--- config.mk ---
export PLATFORM = sky130hd
export DESIGN_NAME = gsp_mul
export DESIGN_NICKNAME = d
export VERILOG_FILES = /design/src/rtl/gsp_pkg.sv /design/src/rtl/gsp_mul.sv
export SDC_FILE = /design/constraint.sdc
export NUM_CORES = 1
export LEC_CHECK = 0
export BUFFER_PORTS_ARGS = -buffer_cell sky130_fd_sc_hd__clkbuf_2
export CAP_MARGIN = 5
export CORE_ASPECT_RATIO = 0.9
export CORE_MARGIN = 1
export CORE_UTILIZATION = 50
export CTS_BUF_LIST = sky130_fd_sc_hd__clkbuf_16
export CTS_CLUSTER_SIZE = 12
export DETAILED_ROUTE_END_ITERATION = 8
export MAX_ROUTING_LAYER = met4
export PLACE_DENSITY = 0.71
export SLEW_MARGIN = 15
export SYNTH_ARGS = -nofsm -noshare
export SYNTH_HDL_FRONTEND = slang
export SYNTH_SLANG_ARGS = --single-unit
--- constraint.sdc ---
create_clock -name clk -period 7.6 [get_ports clk]
set_clock_uncertainty 0.2 [all_clocks]
set_input_delay 1.52 -clock clk [delete_from_list [all_inputs] [get_ports clk]]
set_output_delay 1.52 -clock clk [all_outputs]
set_load 0.005 [all_outputs]
--- src/rtl/gsp_pkg.sv ---
// shared types and constants for the two-species gillespie step block
// depends on nothing; every rtl file imports it
`timescale 1ns / 1ps
`default_nettype none

package gsp_pkg;

    localparam int RATE_COUNT      = 5;
    localparam int RATE_W          = 32;
    localparam int TIME_W          = 32;
    localparam int DRAW_W          = 32;
    localparam int DRAW_SHIFT      = 8;
    localparam int CNT_FIELD_W     = 16;
    localparam int IDX_FIELD_W     = 7;
    localparam int SCOUNT_W        = 8;
    localparam int CFG_IDX_W       = 3;
    localparam int MAX_SAMPLES_DEF = 128;
    localparam int COUNT_BITS_DEF  = 16;

    localparam logic [SCOUNT_W-1:0] SAMPLE_COUNT_RST = 8'd121;
    localparam logic [TIME_W-1:0]   TIME_SAT         = '1;

    // lanes whose hazard uses species b
    localparam logic [RATE_COUNT-1:0] LANE_USES_B = 5'b01010;

    typedef enum logic [1:0] {
        MODE_LOAD  = 2'd0,
        MODE_START = 2'd1,
        MODE_EVENT = 2'd2,
        MODE_NONE  = 2'd3
    } mode_t;

    typedef enum logic [CFG_IDX_W-1:0] {
        CFG_RATE_A_DUP    = 3'd0,
        CFG_RATE_B_DUP    = 3'd1,
        CFG_RATE_A_LOSS   = 3'd2,
        CFG_RATE_B_LOSS   = 3'd3,
        CFG_RATE_A_TO_B   = 3'd4,
        CFG_END_TIME      = 3'd5,
        CFG_SAMPLE_COUNT  = 3'd6,
        CFG_UNUSED        = 3'd7
    } cfg_idx_t;

    typedef struct packed {
        logic [1:0]             mode;
        logic [IDX_FIELD_W-1:0] time_index;
        logic [TIME_W-1:0]      time_value;
        logic [CNT_FIELD_W-1:0] init_a;
        logic [CNT_FIELD_W-1:0] init_b;
        logic [DRAW_W-1:0]      exp_draw;
        logic [DRAW_W-1:0]      unif_draw;
    } in_beat_t;

    typedef struct packed {
        logic                   sample_valid;
        logic [IDX_FIELD_W-1:0] sample_index;
        logic [CNT_FIELD_W-1:0] count_a;
        logic [CNT_FIELD_W-1:0] count_b;
        logic                   extinct;
        logic                   finished;
        logic                   hazard_fault;
    } out_beat_t;

endpackage

`default_nettype wire

--- src/rtl/gsp_mul.sv ---
// bit-serial shift-and-add multiplier, one multiplier bit per cycle
// full product is the high register followed by the low shift register
`timescale 1ns / 1ps
`default_nettype none

module gsp_mul
    import gsp_pkg::*;
#(
    parameter int A_W = 32,
    parameter int B_W = 16
) (
    input  wire logic             clk,
    input  wire logic             rst_n,
    input  wire logic             start,
    input  wire logic [A_W-1:0]   mcand,
    input  wire logic [B_W-1:0]   mplier,
    output logic                  busy,
    output logic [A_W+B_W-1:0]    product
);

    localparam int CNT_W = $clog2(B_W + 1);

    logic [A_W-1:0]   mcand_reg, mcand_next;
    logic [A_W-1:0]   hi_reg, hi_next;
    logic [B_W-1:0]   lo_reg, lo_next;
    logic [CNT_W-1:0] cnt_reg, cnt_next;
    logic [A_W:0]     sum;

    always_comb
    begin
        mcand_next = mcand_reg;
        hi_next    = hi_reg;
        lo_next    = lo_reg;
        cnt_next   = cnt_reg;
        sum        = {1'b0, hi_reg} + (lo_reg[0] ? {1'b0, mcand_reg} : '0);
        if (start)
        begin
            mcand_next = mcand;
            hi_next    = '0;
            lo_next    = mplier;
            cnt_next   = CNT_W'(B_W);
        end
        else if (cnt_reg != '0)
        begin
            hi_next  = sum[A_W:1];
            lo_next  = {sum[0], lo_reg[B_W-1:1]};
            cnt_next = cnt_reg - 1'b1;
        end
    end

    always_ff @(posedge clk or negedge rst_n)
    begin
        if (!rst_n)
        begin
            cnt_reg <= '0;
        end
        else
        begin
            cnt_reg <= cnt_next;
        end
    end

    always_ff @(posedge clk)
    begin
        mcand_reg <= mcand_next;
        hi_reg    <= hi_next;
        lo_reg    <= lo_next;
    end

    assign busy    = (cnt_reg != '0);
    assign product = {hi_reg, lo_reg};

endmodule

`default_nettype wire

==> results of run 1 <==
-- logic make-up after synthesis --
family,after synthesis
flops,85
fa+ha+maj,35
xor+xnor,28
compound gates,133
simple gates,152
mux,17
buf+inv,30
-- routing by layer --
layer | vias up | global-route usage (%)
met1 | 1898 | 33.1
met2 | 139 | 35.0
met4 | 0 | 5.37
met3 | 11 | 4.74
met5 | - | -
li1 | 1957 | -
-- final timing paths --
kind | depth (start not counted) | from | to | slack, ns
min in group asynchronous | 1 | rst_n | cnt_reg[1] | 0.80
hold / removal | 2 | hi_reg[26] | hi_reg[26] | 0.27
setup reg to reg | 11 | lo_reg[0] | hi_reg[23] | 3.81
max in group asynchronous | 1 | rst_n | cnt_reg[3] | 6.26
hold reg to reg | 2 | hi_reg[26] | hi_reg[26] | 0.27
setup / recovery | 11 | lo_reg[0] | hi_reg[23] | 3.81
-- report_power, final --
| group | leakage [nW] | internal, mW | total [mW] | switching, mW |
|---|---|---|---|---|
| clock network | 0.134 | 0.227 | 0.422 | 0.195 |
| registers | 0.808 | 0.617 | 0.722 | 0.104 |
| logic | 1.55 | 0.373 | 0.860 | 0.486 |
| total | 2.49 | 1.22 | 2.00 | 0.786 |
-- through the flow --
stage	cell area [um2]	utilization (%)	hold WS [ns]	std cells
after floorplan	4910	-	0.261	480
after global placement	5480	58.7	0.257	685
after detailed placement	5480	58.7	0.265	685
after CTS	5760	61.7	0.274	701
after global routing	5760	61.7	0.291	701
final	5760	61.7	0.271	701
-- worst max-delay path, cell delays in order, from the launching register on --
cell and delay [ns]:
edfxtp_1 0.78, and2_1 0.31, ha_1 0.20, fa_1 0.41, a21o_1 0.24, a22o_1 0.22
o22ai_1 0.32, o21ai_0 0.14, a211oi_1 0.36, o21bai_1 0.14, xnor2_1 0.14, a211oi_1 0.23
-- synthesized netlist by cell type (all sizes together), types with 4 or more instances --
| cell | count |
|---|---|
| and3 | 4 |
| xnor2 | 17 |
| o21ai | 29 |
| nand4 | 10 |
| nor3 | 7 |
| a21o | 14 |
| buf | 9 |
| a21oi | 40 |
| dfrtp | 5 |
| nor2 | 26 |
| xor2 | 11 |
| a211oi | 12 |
| edfxtp | 48 |
| nand2 | 57 |
| clkbuf | 8 |
| and2 | 33 |
| mux2 | 16 |
| a31oi | 5 |
| inv | 12 |
| ha | 34 |
| dfxtp | 32 |
-- final cells by class --
class,count,area [um2]
Sequential cell,85,2210
Clock buffer,9,225
Fill cell,836,3570
Tap cell,122,153
Timing Repair Buffer,101,510
Inverter,12,45.0
Multi-Input combinational cell,365,2560
Clock inverter,7,58.8
==> results.txt, run 1 <==
Setup bufs post-CTS: 0
Crit path kind: flop to flop
Sequential-to-total area share from yosys stat: 44.9%
Post-Synth XOR/XNOR Area: 4.99%
CP arrival: 3.83 ns
# resized after CTS: 0
Area share of and/or/nand/nor cells after synthesis: 15.1%
Commonest non-fill, non-tap cell in the layout: clkbuf_2
Clk buf depth: 2
Highest metal used: met4
Total Nets Final: 660
Post-synthesis register bit count: 85
Vias: 4005
Highest-count cells in the layout ignoring fill and taps: clkbuf_2 (99), nand2_1 (56), edfxtp_1 (48), a21oi_1 (38), ha_1 (34)
Pre-antenna DRT Iters: 4
Via density: 5.71
Area grow syn2layout: 17.2%
Post-synth cell types: 67
Status: finished, final reports clean
Clock root buffer: clkbuf_16
Final period utilization: 49.9%
LEAKAGE: 2.49 nW
Hold Path Class: flop to flop
Vias in the first global route: 3731
H-tree depth: 3
Die height: 96.1 um
Synth warn: 0
Full die area: 0.0102 mm2
Design Power: 2.00 mW
Slew @ Worst Pin: 0.942 ns
Largest net degree at the start of global routing: 74
Synth top area cells: edfxtp_1 (29%), dfxtp_1 (13%), ha_1 (8.7%)
Worst-path maximum fanout: 33
Iter 0 DRT Violations: 182
Mapped Nets: 566
CP required: 7.64 ns
Layout cell share with drive strength beyond 1: 26.6%
DRC violations left: 0
Worst setup margin: 3.81 ns
Site row count: 33
RSZ-0062 raised after global routing: false
Width of the die: 107 um
Largest family of logic cells by synthesized area: compound AO/OA/AOI/OAI gates
Final HPWL DP: 8.17 mm
Initial antenna violation count: 0
M1 WL: 5.56 mm
Final wirelength: 11.4 mm
Core area: 0.00933 mm2
DR WL met3: 683 um
Ys flop type: edfxtp_1
Post-synth EDFFs: 48
Setup_tns: 0 ns
Synth Area in Compound Gates: 19.0%
Synth async-reset ratio: 5.88%
Gpl congestion: 0.904
Top-area cell type share of the netlist area: 29.3%
Post-Syn Instances: 480
Avg Cell Area, Syn: 10.2 um2
Post-CTS Hold Fix Bufs: 0
Final ANT Viol Nets: 0
CTS tree: built
Fin. max-slew vios: 0
Max Freq: 0.264 GHz
IO Port Bufs: 99
GRT overflow: 0
Final setup fails: 0
Final hold vios: 0
Antenna fix cells: 0
Setup WS pre-CTS: 3.25 ns
Drt wl/cell: 16.2 um
VDD IR max: 0.143 mV
Met2 Wirelength: 5.02 mm
GRT Total Usage: 23.5%
I/O pin total: 100
Worst setup EP type: flop
Adder-cell share of the synthesized area: 9.06%
Cts bufs inserted: 9
Post-synthesis mux area share: 3.87%
Initial Util: 52.7%
Pwr per Cell Area: 348 mW/mm2
Relative slew margins: 37.2%
Area leader, netlist: edfxtp_1
Mapped Area: 0.00491 mm2
CP startpoint kind: flop
Clock sinks: 85
First-pass GRT wire length: 18.2 mm
Post-layout minimum cycle time: 3.79 ns
Max_cap viols: 0
Clock latency on the worst-skew pair: 0.34 ns
Clock transition at path regs: 0.07 ns
No activity file was read; power rests on OpenSTA's default activity.
==> run 2: changes to the inputs <==
Settings changed: PLACE_DENSITY 0.71 to 0.74.
Clock period 7.6 ns to 3.4 ns, I/O delays scaled along.
==> run 2 against run 1 <==
  * Combinational power increased by 130%
  * Wire length increased by 1.8%
  * Register-to-register slack got worse by 3.6 ns
  * Utilization increased by 0.63 points
==> results.txt, run 2 (synthesis gave the netlist of run 1 again) <==
Core area: 0.00933 mm2
CP startpoint kind: flop
Int Pwr: 2.74 mW
Setup_tns: 0 ns
I/O pin total: 100
Drt wl/cell: 16.3 um
Pwr per Cell Area: 776 mW/mm2
Design Power: 4.52 mW
Layout cell share with drive strength beyond 1: 27.3%
Clock latency on the worst-skew pair: 0.35 ns
Pre-antenna DRT Iters: 5
Hold Path Class: flop to flop
Clock root buffer: clkbuf_16
Clock sinks: 85
CP required: 3.44 ns
Dpl cell area: 0.00553 mm2
Vias in the first global route: 3845
Final ANT Viol Nets: 0
Net Sw Frac: 39.4%
Setup WS pre-CTS: 0.278 ns
Cells after DPL: 692
Max Freq: 0.315 GHz
Post-layout minimum cycle time: 3.17 ns
IO Port Bufs: 99
Antenna fix cells: 0
Full die area: 0.0102 mm2
Crit path kind: flop to flop
CP arrival: 3.21 ns
LEAKAGE: 2.54 nW
DRC violations left: 0
Largest net degree at the start of global routing: 34
Initial Util: 52.7%
Worst setup EP type: flop
Final wirelength: 11.6 mm
Area grow syn2layout: 18.4%
Min Hold Slack: 0.271 ns
Worst setup margin: 0.226 ns
RSZ-0062 raised after global routing: false
Fillers: 816
Clock transition at path regs: 0.07 ns
Commonest non-fill, non-tap cell in the layout: clkbuf_2
Gpl congestion: 0.985
Combinational fraction of design power: 44.0%
Worst reg2reg path depth: 10
Clock Power Share: 20.9%
Setup bufs post-CTS: 0
Initial antenna violation count: 0
# resized after CTS: 0
First-pass GRT wire length: 18.7 mm
Post-CTS Hold Fix Bufs: 1
Reg power frac: 35.1%
Final HPWL DP: 8.57 mm
Cts bufs inserted: 9
Vias: 4065
FF-to-FF setup slack: 0.23 ns
Worst-path maximum fanout: 18
Slew @ Worst Pin: 0.609 ns
Final period utilization: 93.3%
CTS tree: built
GRT overflow: 0
Final Cell Area: 0.00582 mm2
Site row count: 33
VDD IR max: 0.509 mV
Iter 0 DRT Violations: 166
NetSw: 1.78 mW
Width of the die: 107 um
Final std cells w/o fill: 709
GRT Total Usage: 24.6%
Max_cap viols: 0
Final hold vios: 0
Total Nets Final: 668
Highest-count cells in the layout ignoring fill and taps: clkbuf_2 (99), nand2_1 (56), edfxtp_1 (48), a21oi_1 (38), ha_1 (34)
Via density: 5.73
Status: finished, final reports clean
Die height: 96.1 um
H-tree depth: 3
Fin util: 62.4%
Hold Crit Depth: 2
Final setup fails: 0
Clk buf depth: 2
Relative slew margins: 59.3%
Fin. max-slew vios: 0
-- run 2: metal layers --
metal,GRT usage (%),part of all wire (%),vias to the layer above
met1,31.2,46,1954
met4,6.85,1.3,0
met5,-,0,-
met3,6.97,6.3,14
met2,38.7,46,127
li1,-,-,1970
-- run 2: power by group through the flow --
stage	clock network [mW]	registers, mW	logic [mW]
4_1_cts	0.958	1.59	1.97
2_1_floorplan	0	1.58	1.40
6_report	0.945	1.59	1.99
5_1_grt	1.00	1.62	2.20
3_5_place_dp	0	1.61	1.95
3_3_place_gp	0	1.60	1.92
-- run 2: path summary, 6_finish.rpt --
| kind | start | end |
|---|---|---|
| worst max-delay path | lo_reg[0] | hi_reg[30] |
| worst min-delay path | hi_reg[11] | hi_reg[11] |
| worst max register to register | lo_reg[0] | hi_reg[30] |
| worst min register to register | hi_reg[11] | hi_reg[11] |
| max in group asynchronous | rst_n | cnt_reg[0] |
| min in group asynchronous | rst_n | cnt_reg[1] |
-- run 2: final cells by class --
type	instances	area (um2)	share of cell area, %
inverter	12	45.0	0.774
multi-input combinational	365	2560	44.0
clock inverter	7	57.6	0.989
timing repair buffer	109	573	9.85
tap	122	153	2.62
clock buffer	9	225	3.87
sequential	85	2210	37.9
-- run 2: critical path, stage by stage, from the launching register on --
cell and delay [ns]:
edfxtp_1 0.40, buf_4 0.21, and2_1 0.15, ha_1 0.40
nand4_1 0.21, or3_1 0.46, or3_1 0.41, o32ai_2 0.21
o21ai_2 0.09, xnor2_1 0.12, a22o_1 0.20
