`config.mk`:
```
export PLATFORM = sky130hd
export DESIGN_NAME = gsp_div
export DESIGN_NICKNAME = d
export VERILOG_FILES = /design/src/rtl/gsp_pkg.sv /design/src/rtl/gsp_div.sv
export SDC_FILE = /design/constraint.sdc
export NUM_CORES = 1
export LEC_CHECK = 0
export ABC_CLOCK_PERIOD_IN_PS = 3700
export BUFFER_PORTS_ARGS = -buffer_cell sky130_fd_sc_hd__buf_2
export CAP_MARGIN = 20
export CORE_UTILIZATION = 40
export CTS_CLUSTER_DIAMETER = 50
export DETAILED_ROUTE_END_ITERATION = 10
export PLACE_DENSITY_LB_ADDON = 0.12
export SETUP_SLACK_MARGIN = 0.4
export SYNTH_ARGS = -nofsm -noshare
export SYNTH_HDL_FRONTEND = slang
export SYNTH_SLANG_ARGS = --single-unit
```
`constraint.sdc`:
```
create_clock -name clk -period 3.7 [get_ports clk]
set_input_delay 0.37 -clock clk [delete_from_list [all_inputs] [get_ports clk]]
set_output_delay 0.37 -clock clk [all_outputs]
set_load 0.005 [all_outputs]
```
`src/rtl/gsp_pkg.sv`:
```
// shared types and constants for the two-species gillespie step block
// depends on nothing; every rtl file imports it
`timescale 1ns / 1ps
`default_nettype none

package gsp_pkg;

    localparam int RATE_COUNT      = 5;
    localparam int RATE_W          = 32;
    localparam int TIME_W          = 32;
    localparam int DRAW_W          = 32;
    localparam int DRAW_SHIFT      = 8;
    localparam int CNT_FIELD_W     = 16;
    localparam int IDX_FIELD_W     = 7;
    localparam int SCOUNT_W        = 8;
    localparam int CFG_IDX_W       = 3;
    localparam int MAX_SAMPLES_DEF = 128;
    localparam int COUNT_BITS_DEF  = 16;

    localparam logic [SCOUNT_W-1:0] SAMPLE_COUNT_RST = 8'd121;
    localparam logic [TIME_W-1:0]   TIME_SAT         = '1;

    // lanes whose hazard uses species b
    localparam logic [RATE_COUNT-1:0] LANE_USES_B = 5'b01010;

    typedef enum logic [1:0] {
        MODE_LOAD  = 2'd0,
        MODE_START = 2'd1,
        MODE_EVENT = 2'd2,
        MODE_NONE  = 2'd3
    } mode_t;

    typedef enum logic [CFG_IDX_W-1:0] {
        CFG_RATE_A_DUP    = 3'd0,
        CFG_RATE_B_DUP    = 3'd1,
        CFG_RATE_A_LOSS   = 3'd2,
        CFG_RATE_B_LOSS   = 3'd3,
        CFG_RATE_A_TO_B   = 3'd4,
        CFG_END_TIME      = 3'd5,
        CFG_SAMPLE_COUNT  = 3'd6,
        CFG_UNUSED        = 3'd7
    } cfg_idx_t;

    typedef struct packed {
        logic [1:0]             mode;
        logic [IDX_FIELD_W-1:0] time_index;
        logic [TIME_W-1:0]      time_value;
        logic [CNT_FIELD_W-1:0] init_a;
        logic [CNT_FIELD_W-1:0] init_b;
        logic [DRAW_W-1:0]      exp_draw;
        logic [DRAW_W-1:0]      unif_draw;
    } in_beat_t;

    typedef struct packed {
        logic                   sample_valid;
        logic [IDX_FIELD_W-1:0] sample_index;
        logic [CNT_FIELD_W-1:0] count_a;
        logic [CNT_FIELD_W-1:0] count_b;
        logic                   extinct;
        logic                   finished;
        logic                   hazard_fault;
    } out_beat_t;

endpackage

`default_nettype wire

```
`src/rtl/gsp_div.sv`:
```
// restoring bit-serial divider, one quotient bit per cycle
// dividend shifts out of the quotient register as quotient bits shift in
`timescale 1ns / 1ps
`default_nettype none

module gsp_div
    import gsp_pkg::*;
#(
    parameter int N_W = 40,
    parameter int D_W = 51
) (
    input  wire logic           clk,
    input  wire logic           rst_n,
    input  wire logic           start,
    input  wire logic [N_W-1:0] dividend,
    input  wire logic [D_W-1:0] divisor,
    output logic                busy,
    output logic [N_W-1:0]      quotient
);

    localparam int CNT_W = $clog2(N_W + 1);

    logic [D_W-1:0]   dvs_reg, dvs_next;
    logic [D_W-1:0]   rem_reg, rem_next;
    logic [N_W-1:0]   q_reg, q_next;
    logic [CNT_W-1:0] cnt_reg, cnt_next;
    logic [D_W:0]     trial;
    logic [D_W:0]     diff;
    logic             fits;

    always_comb
    begin
        dvs_next = dvs_reg;
        rem_next = rem_reg;
        q_next   = q_reg;
        cnt_next = cnt_reg;
        trial    = {rem_reg, q_reg[N_W-1]};
        fits     = (trial >= {1'b0, dvs_reg});
        diff     = trial - {1'b0, dvs_reg};
        if (start)
        begin
            dvs_next = divisor;
            rem_next = '0;
            q_next   = dividend;
            cnt_next = CNT_W'(N_W);
        end
        else if (cnt_reg != '0)
        begin
            rem_next = fits ? diff[D_W-1:0] : trial[D_W-1:0];
            q_next   = {q_reg[N_W-2:0], fits};
            cnt_next = cnt_reg - 1'b1;
        end
    end

    always_ff @(posedge clk or negedge rst_n)
    begin
        if (!rst_n)
        begin
            cnt_reg <= '0;
        end
        else
        begin
            cnt_reg <= cnt_next;
        end
    end

    always_ff @(posedge clk)
    begin
        dvs_reg <= dvs_next;
        rem_reg <= rem_next;
        q_reg   <= q_next;
    end

    assign busy     = (cnt_reg != '0);
    assign quotient = q_reg;

endmodule

`default_nettype wire

```
==> run_summary.xml, run 1 <==
<?xml version="1.0" encoding="UTF-8"?>
<metrics>
  <group name="floorplan">
    <metric name="floorplan.initialDensity" unit="">0.411</metric>
    <metric name="height_of_the_die" unit="um">152</metric>
    <metric name="die_x" unit="um">152</metric>
    <metric name="core_ar" unit="um^2">22000</metric>
    <metric name="io_pins" unit="">135</metric>
    <metric name="rows" unit="">54</metric>
    <metric name="die_area" unit="um^2">23200</metric>
  </group>
  <group name="cells_and_area">
    <metric name="fin_nets" unit="">1216</metric>
    <metric name="synthToLayoutAreaGrowth" unit="%">18.5</metric>
    <metric name="most-common-layout-cells" unit="">sky130_fd_sc_hd__buf_2 (133), sky130_fd_sc_hd__nor2_1 (96), sky130_fd_sc_hd__edfxtp_1 (91), sky130_fd_sc_hd__a21oi_1 (68), sky130_fd_sc_hd__inv_1 (64)</metric>
    <metric name="final_cells" unit="">1363</metric>
    <metric name="final_core_util" unit="">0.487</metric>
    <metric name="layout-drive-gt1-share" unit="">0.234</metric>
    <metric name="fill_cells" unit="">2086</metric>
    <metric name="layout_commonest_cell" unit="">sky130_fd_sc_hd__buf_2</metric>
  </group>
  <group name="clock_network">
    <metric name="cts-root-buf" unit="">sky130_fd_sc_hd__clkbuf_16</metric>
    <metric name="inserted_clock_buffers" unit="">17</metric>
    <metric name="cts_tree" unit="">yes</metric>
    <metric name="cts.sink_count" unit="">148</metric>
    <metric name="cts_max_path_buffers" unit="">2</metric>
    <metric name="worst_skew_pair.late_latency" unit="ns">0.45</metric>
    <metric name="cts.reportedPaths.clkPinSlew" unit="ns">0.08</metric>
    <metric name="cts.htree.levels" unit="">4</metric>
  </group>
  <group name="critical_path">
    <metric name="critical_path_arrival" unit="ns">3.58</metric>
    <metric name="timing.critical_path.max_delay_family" unit="">compound AO/OA/AOI/OAI gates</metric>
    <metric name="crit_path_max_fanout" unit="">6</metric>
    <metric name="worst-setup-path-type" unit="">flop to flop</metric>
    <metric name="crit_path_cell_trace" unit="">inv_2 &gt; ha_4 &gt; fa_2 &gt; nor2b_4 &gt; o31a_4 &gt; o32ai_4 &gt; o21ai_4 &gt; a41oi_4 &gt; o21ai_2 &gt; a211o_1 &gt; a211oi_2 &gt; a31oi_1 &gt; o311a_1</metric>
    <metric name="setup.worst_path.end_class" unit="">flop</metric>
    <metric name="worst-endpoint-required" unit="ns">4.04</metric>
    <metric name="critical_path.startpoint" unit="">quotient[39]$_DFFE_PP_</metric>
    <metric name="cpPeakStageDelay" unit="ns">0.50</metric>
    <metric name="critical_path_start_type" unit="">flop</metric>
    <metric name="worst_path_max_delay_cell" unit="">sky130_fd_sc_hd__edfxtp_1</metric>
    <metric name="launch_point_of_the_worst_reg_to_reg_path" unit="">quotient[39]$_DFFE_PP_</metric>
    <metric name="critical_path_buf_inv_count" unit="">1</metric>
  </group>
  <group name="timing">
    <metric name="max-slew-margin-rel" unit="">0.597</metric>
    <metric name="final-hold-violation-count" unit="">0</metric>
    <metric name="finalSetupTns" unit="ns">0</metric>
    <metric name="timing.hold.ws" unit="ns">0.0925</metric>
    <metric name="fin_worst_skew" unit="ns">0.0178</metric>
    <metric name="fin_crit" unit="ns">3.25</metric>
    <metric name="fmax" unit="GHz">0.308</metric>
    <metric name="grt_setup_unrepaired" unit="">yes</metric>
    <metric name="finalSetupViolCount" unit="">0</metric>
    <metric name="slew_violations" unit="">0</metric>
    <metric name="slew_at_the_pin_with_the_worst_max_slew_slack" unit="ns">0.605</metric>
    <metric name="post_route_clock_period_utilization" unit="">0.878</metric>
  </group>
  <group name="placed_design">
    <metric name="gp_congestion" unit="">0.873</metric>
    <metric name="buffer_ports.inserted" unit="">134</metric>
    <metric name="post-place-cells" unit="">1322</metric>
    <metric name="place_hpwl" unit="mm">15.5</metric>
  </group>
  <group name="route">
    <metric name="detail_route.vias_per_cell" unit="">5.35</metric>
    <metric name="dr.first_iter.drc_count" unit="">378</metric>
    <metric name="vias" unit="">7293</metric>
    <metric name="drt-total-wl" unit="mm">22.0</metric>
    <metric name="detailed_route_drc_error_count" unit="">10</metric>
    <metric name="wl_per_cell" unit="um">16.2</metric>
    <metric name="drt-pass1-iter-count" unit="">8</metric>
    <metric name="postRouteAntennaNets" unit="">0</metric>
  </group>
  <group name="power_and_ir_drop">
    <metric name="static-leakage-power" unit="nW">4.81</metric>
    <metric name="pwr_density_cell" unit="nW/um^2">717</metric>
    <metric name="total_power" unit="mW">7.67</metric>
    <metric name="max-vdd-ir-drop" unit="mV">0.289</metric>
  </group>
  <group name="global_route">
    <metric name="grt.overflow.total" unit="">0</metric>
    <metric name="grt_max_degree" unit="">57</metric>
    <metric name="grt_most_used_layer" unit="">met2</metric>
    <metric name="grt_pass1_vias" unit="">7133</metric>
    <metric name="grt.met1_usage" unit="">0.269</metric>
    <metric name="antenna_found_initial" unit="">0</metric>
    <metric name="global_route.usage.met3" unit="">0.0538</metric>
    <metric name="grt.met2_usage" unit="">0.296</metric>
    <metric name="grt_pass1_wl" unit="mm">36.2</metric>
    <metric name="globalRouteTotalUtil" unit="">0.194</metric>
  </group>
  <group name="synthesis">
    <metric name="synthTopCellsByArea" unit="">sky130_fd_sc_hd__edfxtp_1 (30%), sky130_fd_sc_hd__dfxtp_1 (11%), sky130_fd_sc_hd__ha_1 (7.2%)</metric>
    <metric name="synth_seq_cells" unit="">148</metric>
    <metric name="post_synth_edffs" unit="">91</metric>
    <metric name="synth.yosys.seq_area_share" unit="">0.432</metric>
    <metric name="yosys.area.top_type" unit="">sky130_fd_sc_hd__edfxtp_1</metric>
    <metric name="synth_largest_type_area_fraction" unit="">0.303</metric>
    <metric name="synth_flop_cell" unit="">sky130_fd_sc_hd__edfxtp_1</metric>
    <metric name="syn_nets" unit="">1096</metric>
    <metric name="syn-cell-area" unit="um^2">9030</metric>
    <metric name="async_flop_share" unit="">0.0405</metric>
    <metric name="yosysWarningCount" unit="">0</metric>
    <metric name="postSynthAreaPerCell" unit="um^2">9.52</metric>
    <metric name="syn_inst" unit="">949</metric>
    <metric name="ys_types" unit="">67</metric>
  </group>
  <group name="worst_hold_path">
    <metric name="hold_path.startpoint" unit="">divisor[15]</metric>
    <metric name="hold_path_class" unit="">primary input to flop</metric>
  </group>
  <group name="run">
    <metric name="drv_cap" unit="">0</metric>
  </group>
  <group name="outcome">
    <metric name="outcome" unit="">finished with violations</metric>
    <metric name="violations" unit="">DRC</metric>
  </group>
</metrics>
-- per-stage QoR --
step	cell area, um^2	worst slack (ns)
floorplan	9030	0.894
global placement	9940	0.393
detailed placement	9940	0.358
CTS	10600	0.366
global route	10700	0.370
finish	10700	0.451
-- what timing repair did --
item | 4_1_cts | 5_1_grt
resized for setup | 0 | 13
pin swaps | 1 | 8
buffers inserted | 0 | 6
hold buffers | 1 | 0
cloned | 1 | 0
endpoints found under the hold margin | 6 | 0
setup endpoints to repair | 26 | 45
-- cells in the mapped netlist, types with 7 or more instances --
cell and number:
sky130_fd_sc_hd__a211oi_1 36, sky130_fd_sc_hd__nand4_1 13, sky130_fd_sc_hd__nor2_1 96, sky130_fd_sc_hd__inv_1 65
sky130_fd_sc_hd__dfxtp_1 51, sky130_fd_sc_hd__o21ai_0 50, sky130_fd_sc_hd__nand2b_1 7, sky130_fd_sc_hd__and3_1 8
sky130_fd_sc_hd__o211a_1 13, sky130_fd_sc_hd__nor3_1 40, sky130_fd_sc_hd__o21bai_1 11, sky130_fd_sc_hd__a31oi_1 8
sky130_fd_sc_hd__a21oi_1 68, sky130_fd_sc_hd__clkbuf_1 25, sky130_fd_sc_hd__mux2_2 41, sky130_fd_sc_hd__xnor2_1 22
sky130_fd_sc_hd__buf_2 19, sky130_fd_sc_hd__edfxtp_1 91, sky130_fd_sc_hd__nand3_1 26, sky130_fd_sc_hd__ha_1 52
sky130_fd_sc_hd__nand2_1 55, sky130_fd_sc_hd__a21o_1 30, sky130_fd_sc_hd__nor2b_1 9, sky130_fd_sc_hd__xor2_1 22
-- worst register-to-register path, delay by kind of cell, from the launching register on --
kind	cells	cell delay (ns)
buffers and inverters	1	0.12
flip-flops	1	0.50
AND/OR/NAND/NOR	1	0.05
adder cells (fa/ha/maj)	2	0.37
AO/OA/AOI/OAI	9	2.11
-- path summary, 6_finish.rpt --
path / to / slack [ns] / depth (start not counted)
min reg2reg: rem_reg[1]$_SDFFE_PP0P_ / 0.48 / 2
max: rem_reg[50]$_SDFFE_PP0P_ / 0.45 / 13
min: dvs_reg[15]$_DFFE_PP_ / 0.09 / 1
max reg2reg: rem_reg[50]$_SDFFE_PP0P_ / 0.45 / 13
max in group asynchronous: cnt_reg[3]$_DFFE_PN0P_ / 3.27 / 2
min in group asynchronous: cnt_reg[1]$_DFFE_PN0P_ / 0.28 / 2
-- power breakdown --
group | internal, mW | leakage, nW | switching [mW]
Clock | 0.916 | 0.296 | 0.856
Combinational | 1.51 | 3.10 | 2.02
Sequential | 2.12 | 1.41 | 0.252
-- routing by layer --
layer	share of wire	up-vias	wire length (um)
met4	0.013	0	278
li1	-	3703	-
met3	0.052	23	1150
met5	0	-	0
met2	0.44	157	9600
met1	0.50	3410	11000
-- area by class of cell --
class                   count  area (um^2)  share of cell area
well taps                 280          350              0.0327
flip-flops and latches    148         3900               0.365
diodes                      1         2.50            0.000234
inverters                  66          248              0.0232
clock inverters            15          186              0.0174
clock buffers              17          425              0.0398
repair buffers            151          853              0.0798
multi-input cells         685         4730               0.442
-- cells by family after synthesis --
| family | count (synthesis) | synth area share |
|---|---|---|
| AOI/OAI and AO/OA | 266 | 0.198 |
| DFF | 148 | 0.432 |
| muxes | 42 | 0.0522 |
| buffers and inverters | 117 | 0.0546 |
| adders and majority gates | 53 | 0.0742 |
| xor gates and xnor gates | 44 | 0.0427 |
| and+or+nand+nor | 279 | 0.146 |
(Power assumes the default switching activity.)
==> inputs of run 2 (changes only) <==
--- a/config.mk
+++ b/config.mk
@@ -5,7 +5,7 @@
 export SDC_FILE = /design/constraint.sdc
 export NUM_CORES = 1
 export LEC_CHECK = 0
-export ABC_CLOCK_PERIOD_IN_PS = 3700
+export ABC_CLOCK_PERIOD_IN_PS = 2700
 export BUFFER_PORTS_ARGS = -buffer_cell sky130_fd_sc_hd__buf_2
 export CAP_MARGIN = 20
 export CORE_UTILIZATION = 40
==> constraint.sdc (replaced) <==
create_clock -name clk -period 2.7 [get_ports clk]
set_input_delay 0.27 -clock clk [delete_from_list [all_inputs] [get_ports clk]]
set_output_delay 0.27 -clock clk [all_outputs]
set_load 0.005 [all_outputs]
==> run 2 against run 1 <==
Combinational power grew 130%. Maximum frequency is 12% higher. The flow finishes with violations (DRC, setup timing). Critical path type unchanged. Via count grew 15%. Sequential power grew 37%. Cell area up 27%. Clock power increased by 42%. Largest cell class unchanged. Non-clock buffer count is 241 higher.
==> run_summary.xml, run 2 (synthesis gave the netlist of run 1 again) <==
<?xml version="1.0" encoding="UTF-8"?>
<metrics>
  <group name="cells_and_area">
    <metric name="layout_commonest_cell" unit="">sky130_fd_sc_hd__buf_4</metric>
    <metric name="layout-drive-gt1-share" unit="">0.430</metric>
    <metric name="synthToLayoutAreaGrowth" unit="%">50.6</metric>
    <metric name="antenna_cells" unit="">0</metric>
    <metric name="ff_latch_area" unit="um^2">3900</metric>
    <metric name="fill_cells" unit="">1863</metric>
    <metric name="most-common-layout-cells" unit="">sky130_fd_sc_hd__buf_4 (192), sky130_fd_sc_hd__buf_2 (133), sky130_fd_sc_hd__edfxtp_1 (91), sky130_fd_sc_hd__nor2_1 (80), sky130_fd_sc_hd__inv_1 (59)</metric>
    <metric name="fin_nets" unit="">1457</metric>
    <metric name="area_of_the_multi_input_gates" unit="um^2">5450</metric>
  </group>
  <group name="critical_path">
    <metric name="setup.worst_path.end_class" unit="">flop</metric>
    <metric name="launch_point_of_the_worst_reg_to_reg_path" unit="">quotient[39]$_DFFE_PP_</metric>
    <metric name="crit_path_max_fanout" unit="">3</metric>
    <metric name="r2r.worst_path.cells" unit="">13</metric>
    <metric name="worst-setup-path-type" unit="">flop to flop</metric>
    <metric name="worstReg2RegEnd" unit="">rem_reg[50]$_SDFFE_PP0P_</metric>
    <metric name="critical_path_start_type" unit="">flop</metric>
    <metric name="worst-endpoint-required" unit="ns">3.02</metric>
    <metric name="critical_path_arrival" unit="ns">3.22</metric>
    <metric name="rrSetupSlack" unit="ns">-0.20</metric>
  </group>
  <group name="floorplan">
    <metric name="rows" unit="">54</metric>
    <metric name="height_of_the_die" unit="um">152</metric>
    <metric name="io_pins" unit="">135</metric>
    <metric name="die_area" unit="um^2">23200</metric>
    <metric name="floorplan.initialDensity" unit="">0.411</metric>
    <metric name="core_ar" unit="um^2">22000</metric>
    <metric name="die_x" unit="um">152</metric>
  </group>
  <group name="route">
    <metric name="drt-total-wl" unit="mm">25.8</metric>
    <metric name="vias" unit="">8358</metric>
    <metric name="wl_per_cell" unit="um">16.1</metric>
    <metric name="dr.first_iter.drc_count" unit="">412</metric>
    <metric name="postRouteAntennaNets" unit="">0</metric>
    <metric name="drt-pass1-iter-count" unit="">8</metric>
    <metric name="detail_route.vias_per_cell" unit="">5.21</metric>
    <metric name="detailed_route_drc_error_count" unit="">6</metric>
  </group>
  <group name="clock_network">
    <metric name="cts.htree.levels" unit="">4</metric>
    <metric name="worst_skew_pair.late_latency" unit="ns">0.44</metric>
    <metric name="cts.sink_count" unit="">148</metric>
    <metric name="inserted_clock_buffers" unit="">17</metric>
    <metric name="cts_max_path_buffers" unit="">2</metric>
    <metric name="cts-root-buf" unit="">sky130_fd_sc_hd__clkbuf_16</metric>
    <metric name="cts_tree" unit="">yes</metric>
    <metric name="cts.reportedPaths.clkPinSlew" unit="ns">0.07</metric>
  </group>
  <group name="worst_hold_path">
    <metric name="worstHoldPathCells" unit="">1</metric>
    <metric name="hold_path_class" unit="">primary input to flop</metric>
    <metric name="worst_hold_path.endpoint" unit="">dvs_reg[42]$_DFFE_PP_</metric>
    <metric name="hold_path.startpoint" unit="">divisor[42]</metric>
  </group>
  <group name="global_route">
    <metric name="grt_pass1_vias" unit="">8402</metric>
    <metric name="grt_max_degree" unit="">70</metric>
    <metric name="grt.overflow.total" unit="">0</metric>
    <metric name="grt_pass1_wl" unit="mm">41.7</metric>
    <metric name="antenna_found_initial" unit="">0</metric>
    <metric name="globalRouteTotalUtil" unit="">0.223</metric>
  </group>
  <group name="timing">
    <metric name="final-hold-violation-count" unit="">0</metric>
    <metric name="max-slew-margin-rel" unit="">0.534</metric>
    <metric name="fin_worst_skew" unit="ns">0.0142</metric>
    <metric name="post_route_clock_period_utilization" unit="">1.07</metric>
    <metric name="finalSetupTns" unit="ns">-4.30</metric>
    <metric name="finalWorstSetupSlack" unit="ns">-0.199</metric>
    <metric name="slew_violations" unit="">0</metric>
    <metric name="finalSetupViolCount" unit="">51</metric>
    <metric name="grt_setup_unrepaired" unit="">yes</metric>
    <metric name="timing.hold.ws" unit="ns">0.0173</metric>
    <metric name="fin_crit" unit="ns">2.90</metric>
    <metric name="fmax" unit="GHz">0.345</metric>
    <metric name="slew_at_the_pin_with_the_worst_max_slew_slack" unit="ns">0.699</metric>
  </group>
  <group name="run">
    <metric name="drv_cap" unit="">0</metric>
  </group>
  <group name="outcome">
    <metric name="outcome" unit="">finished with violations</metric>
    <metric name="violations" unit="">DRC, setup timing</metric>
  </group>
  <group name="power_and_ir_drop">
    <metric name="max-vdd-ir-drop" unit="mV">0.517</metric>
    <metric name="pwr_density_cell" unit="nW/um^2">1010</metric>
    <metric name="static-leakage-power" unit="nW">6.23</metric>
  </group>
  <group name="placed_design">
    <metric name="place_hpwl" unit="mm">17.3</metric>
    <metric name="gp_congestion" unit="">0.866</metric>
    <metric name="buffer_ports.inserted" unit="">134</metric>
    <metric name="detailedPlace.worstSlack" unit="ns">-0.304</metric>
  </group>
</metrics>
==> run 2: changes by cell type in the layout (fill, tap and decap cells not counted), sizes merged <==
cell	change
diode	-1
dlygate4sd3	+38
clkinvlp	+1
clkbuf	+1
bufinv	+3
clkinv	-7
buf	+202
inv	+3
nor2	-1
bufbuf	+1
==> run 2: power breakdown <==
part           leakage (nW)  switching [mW]  internal [mW]  total (mW)
registers              1.41           0.344           2.90        3.25
clock network         0.303            1.09           1.44        2.52
logic                  4.52            3.86           4.14        8.00
==> run 2: layout make-up <==
type                            count  area share
Multi-Input combinational cell    684       0.400
Sequential cell                   148       0.287
Timing Repair Buffer              392       0.220
Clock buffer                       18      0.0323
Tap cell                          280      0.0258
Inverter                           66      0.0201
Clock inverter                     14      0.0133
Timing Repair inverter              1    0.000644
==> run 2: metrics by stage <==
stage	cell area, um^2	instances	power [mW]	util
6_report	13600	1603	13.8	0.619
5_1_grt	13600	1603	14.7	0.619
4_1_cts	13200	1584	13.3	0.599
3_5_place_dp	11500	1495	9.72	0.523
3_3_place_gp	11500	1495	9.70	0.523
2_1_floorplan	9300	949	7.22	-
==> run 2: worst max-delay path: stages (launching register included) <==
cell and delay (ns):
sky130_fd_sc_hd__edfxtp_1 0.42, sky130_fd_sc_hd__inv_2 0.09, sky130_fd_sc_hd__ha_4 0.13, sky130_fd_sc_hd__fa_2 0.23, sky130_fd_sc_hd__nor2b_4 0.05, sky130_fd_sc_hd__o31a_4 0.30
sky130_fd_sc_hd__o32ai_4 0.22, sky130_fd_sc_hd__o21ai_2 0.10, sky130_fd_sc_hd__a41oi_2 0.29, sky130_fd_sc_hd__o21ai_2 0.11, sky130_fd_sc_hd__a211o_1 0.31, sky130_fd_sc_hd__a211oi_2 0.18
sky130_fd_sc_hd__a31oi_1 0.07, sky130_fd_sc_hd__o311a_1 0.29
==> run 2: repair_timing <==
item	4_1_cts	5_1_grt
setup endpoints to repair	53	53
hold buffers	32	7
gates resized for setup	98	53
cloned	6	0
pin swaps	76	47
hold endpoints to repair	37	7
setup buffers	19	12
==> run 2: worst max-delay path by stage <==
stage	end	from	slack, ns	depth (start not counted)
6_report	rem_reg[50]$_SDFFE_PP0P_	quotient[39]$_DFFE_PP_	-0.20	13
5_1_grt	rem_reg[22]$_SDFFE_PP0P_	dvs_reg[6]$_DFFE_PP_	-0.32	14
3_5_place_dp	rem_reg[42]$_SDFFE_PP0P_	quotient[39]$_DFFE_PP_	-0.30	14
4_1_cts	rem_reg[50]$_SDFFE_PP0P_	quotient[39]$_DFFE_PP_	-0.19	13
3_3_place_gp	rem_reg[42]$_SDFFE_PP0P_	quotient[39]$_DFFE_PP_	-0.28	14
2_1_floorplan	rem_reg[50]$_SDFFE_PP0P_	quotient[39]$_DFFE_PP_	-0.09	13
==> run 2: routing by layer <==
layer / vias up / GRT usage / routed length (um)
li1: 4182 / - / -
met1: 3945 / 0.304 / 12700
met2: 203 / 0.357 / 11600
met3: 28 / 0.0469 / 1070
met4: 0 / 0.0661 / 435
met5: - / 0 / 0
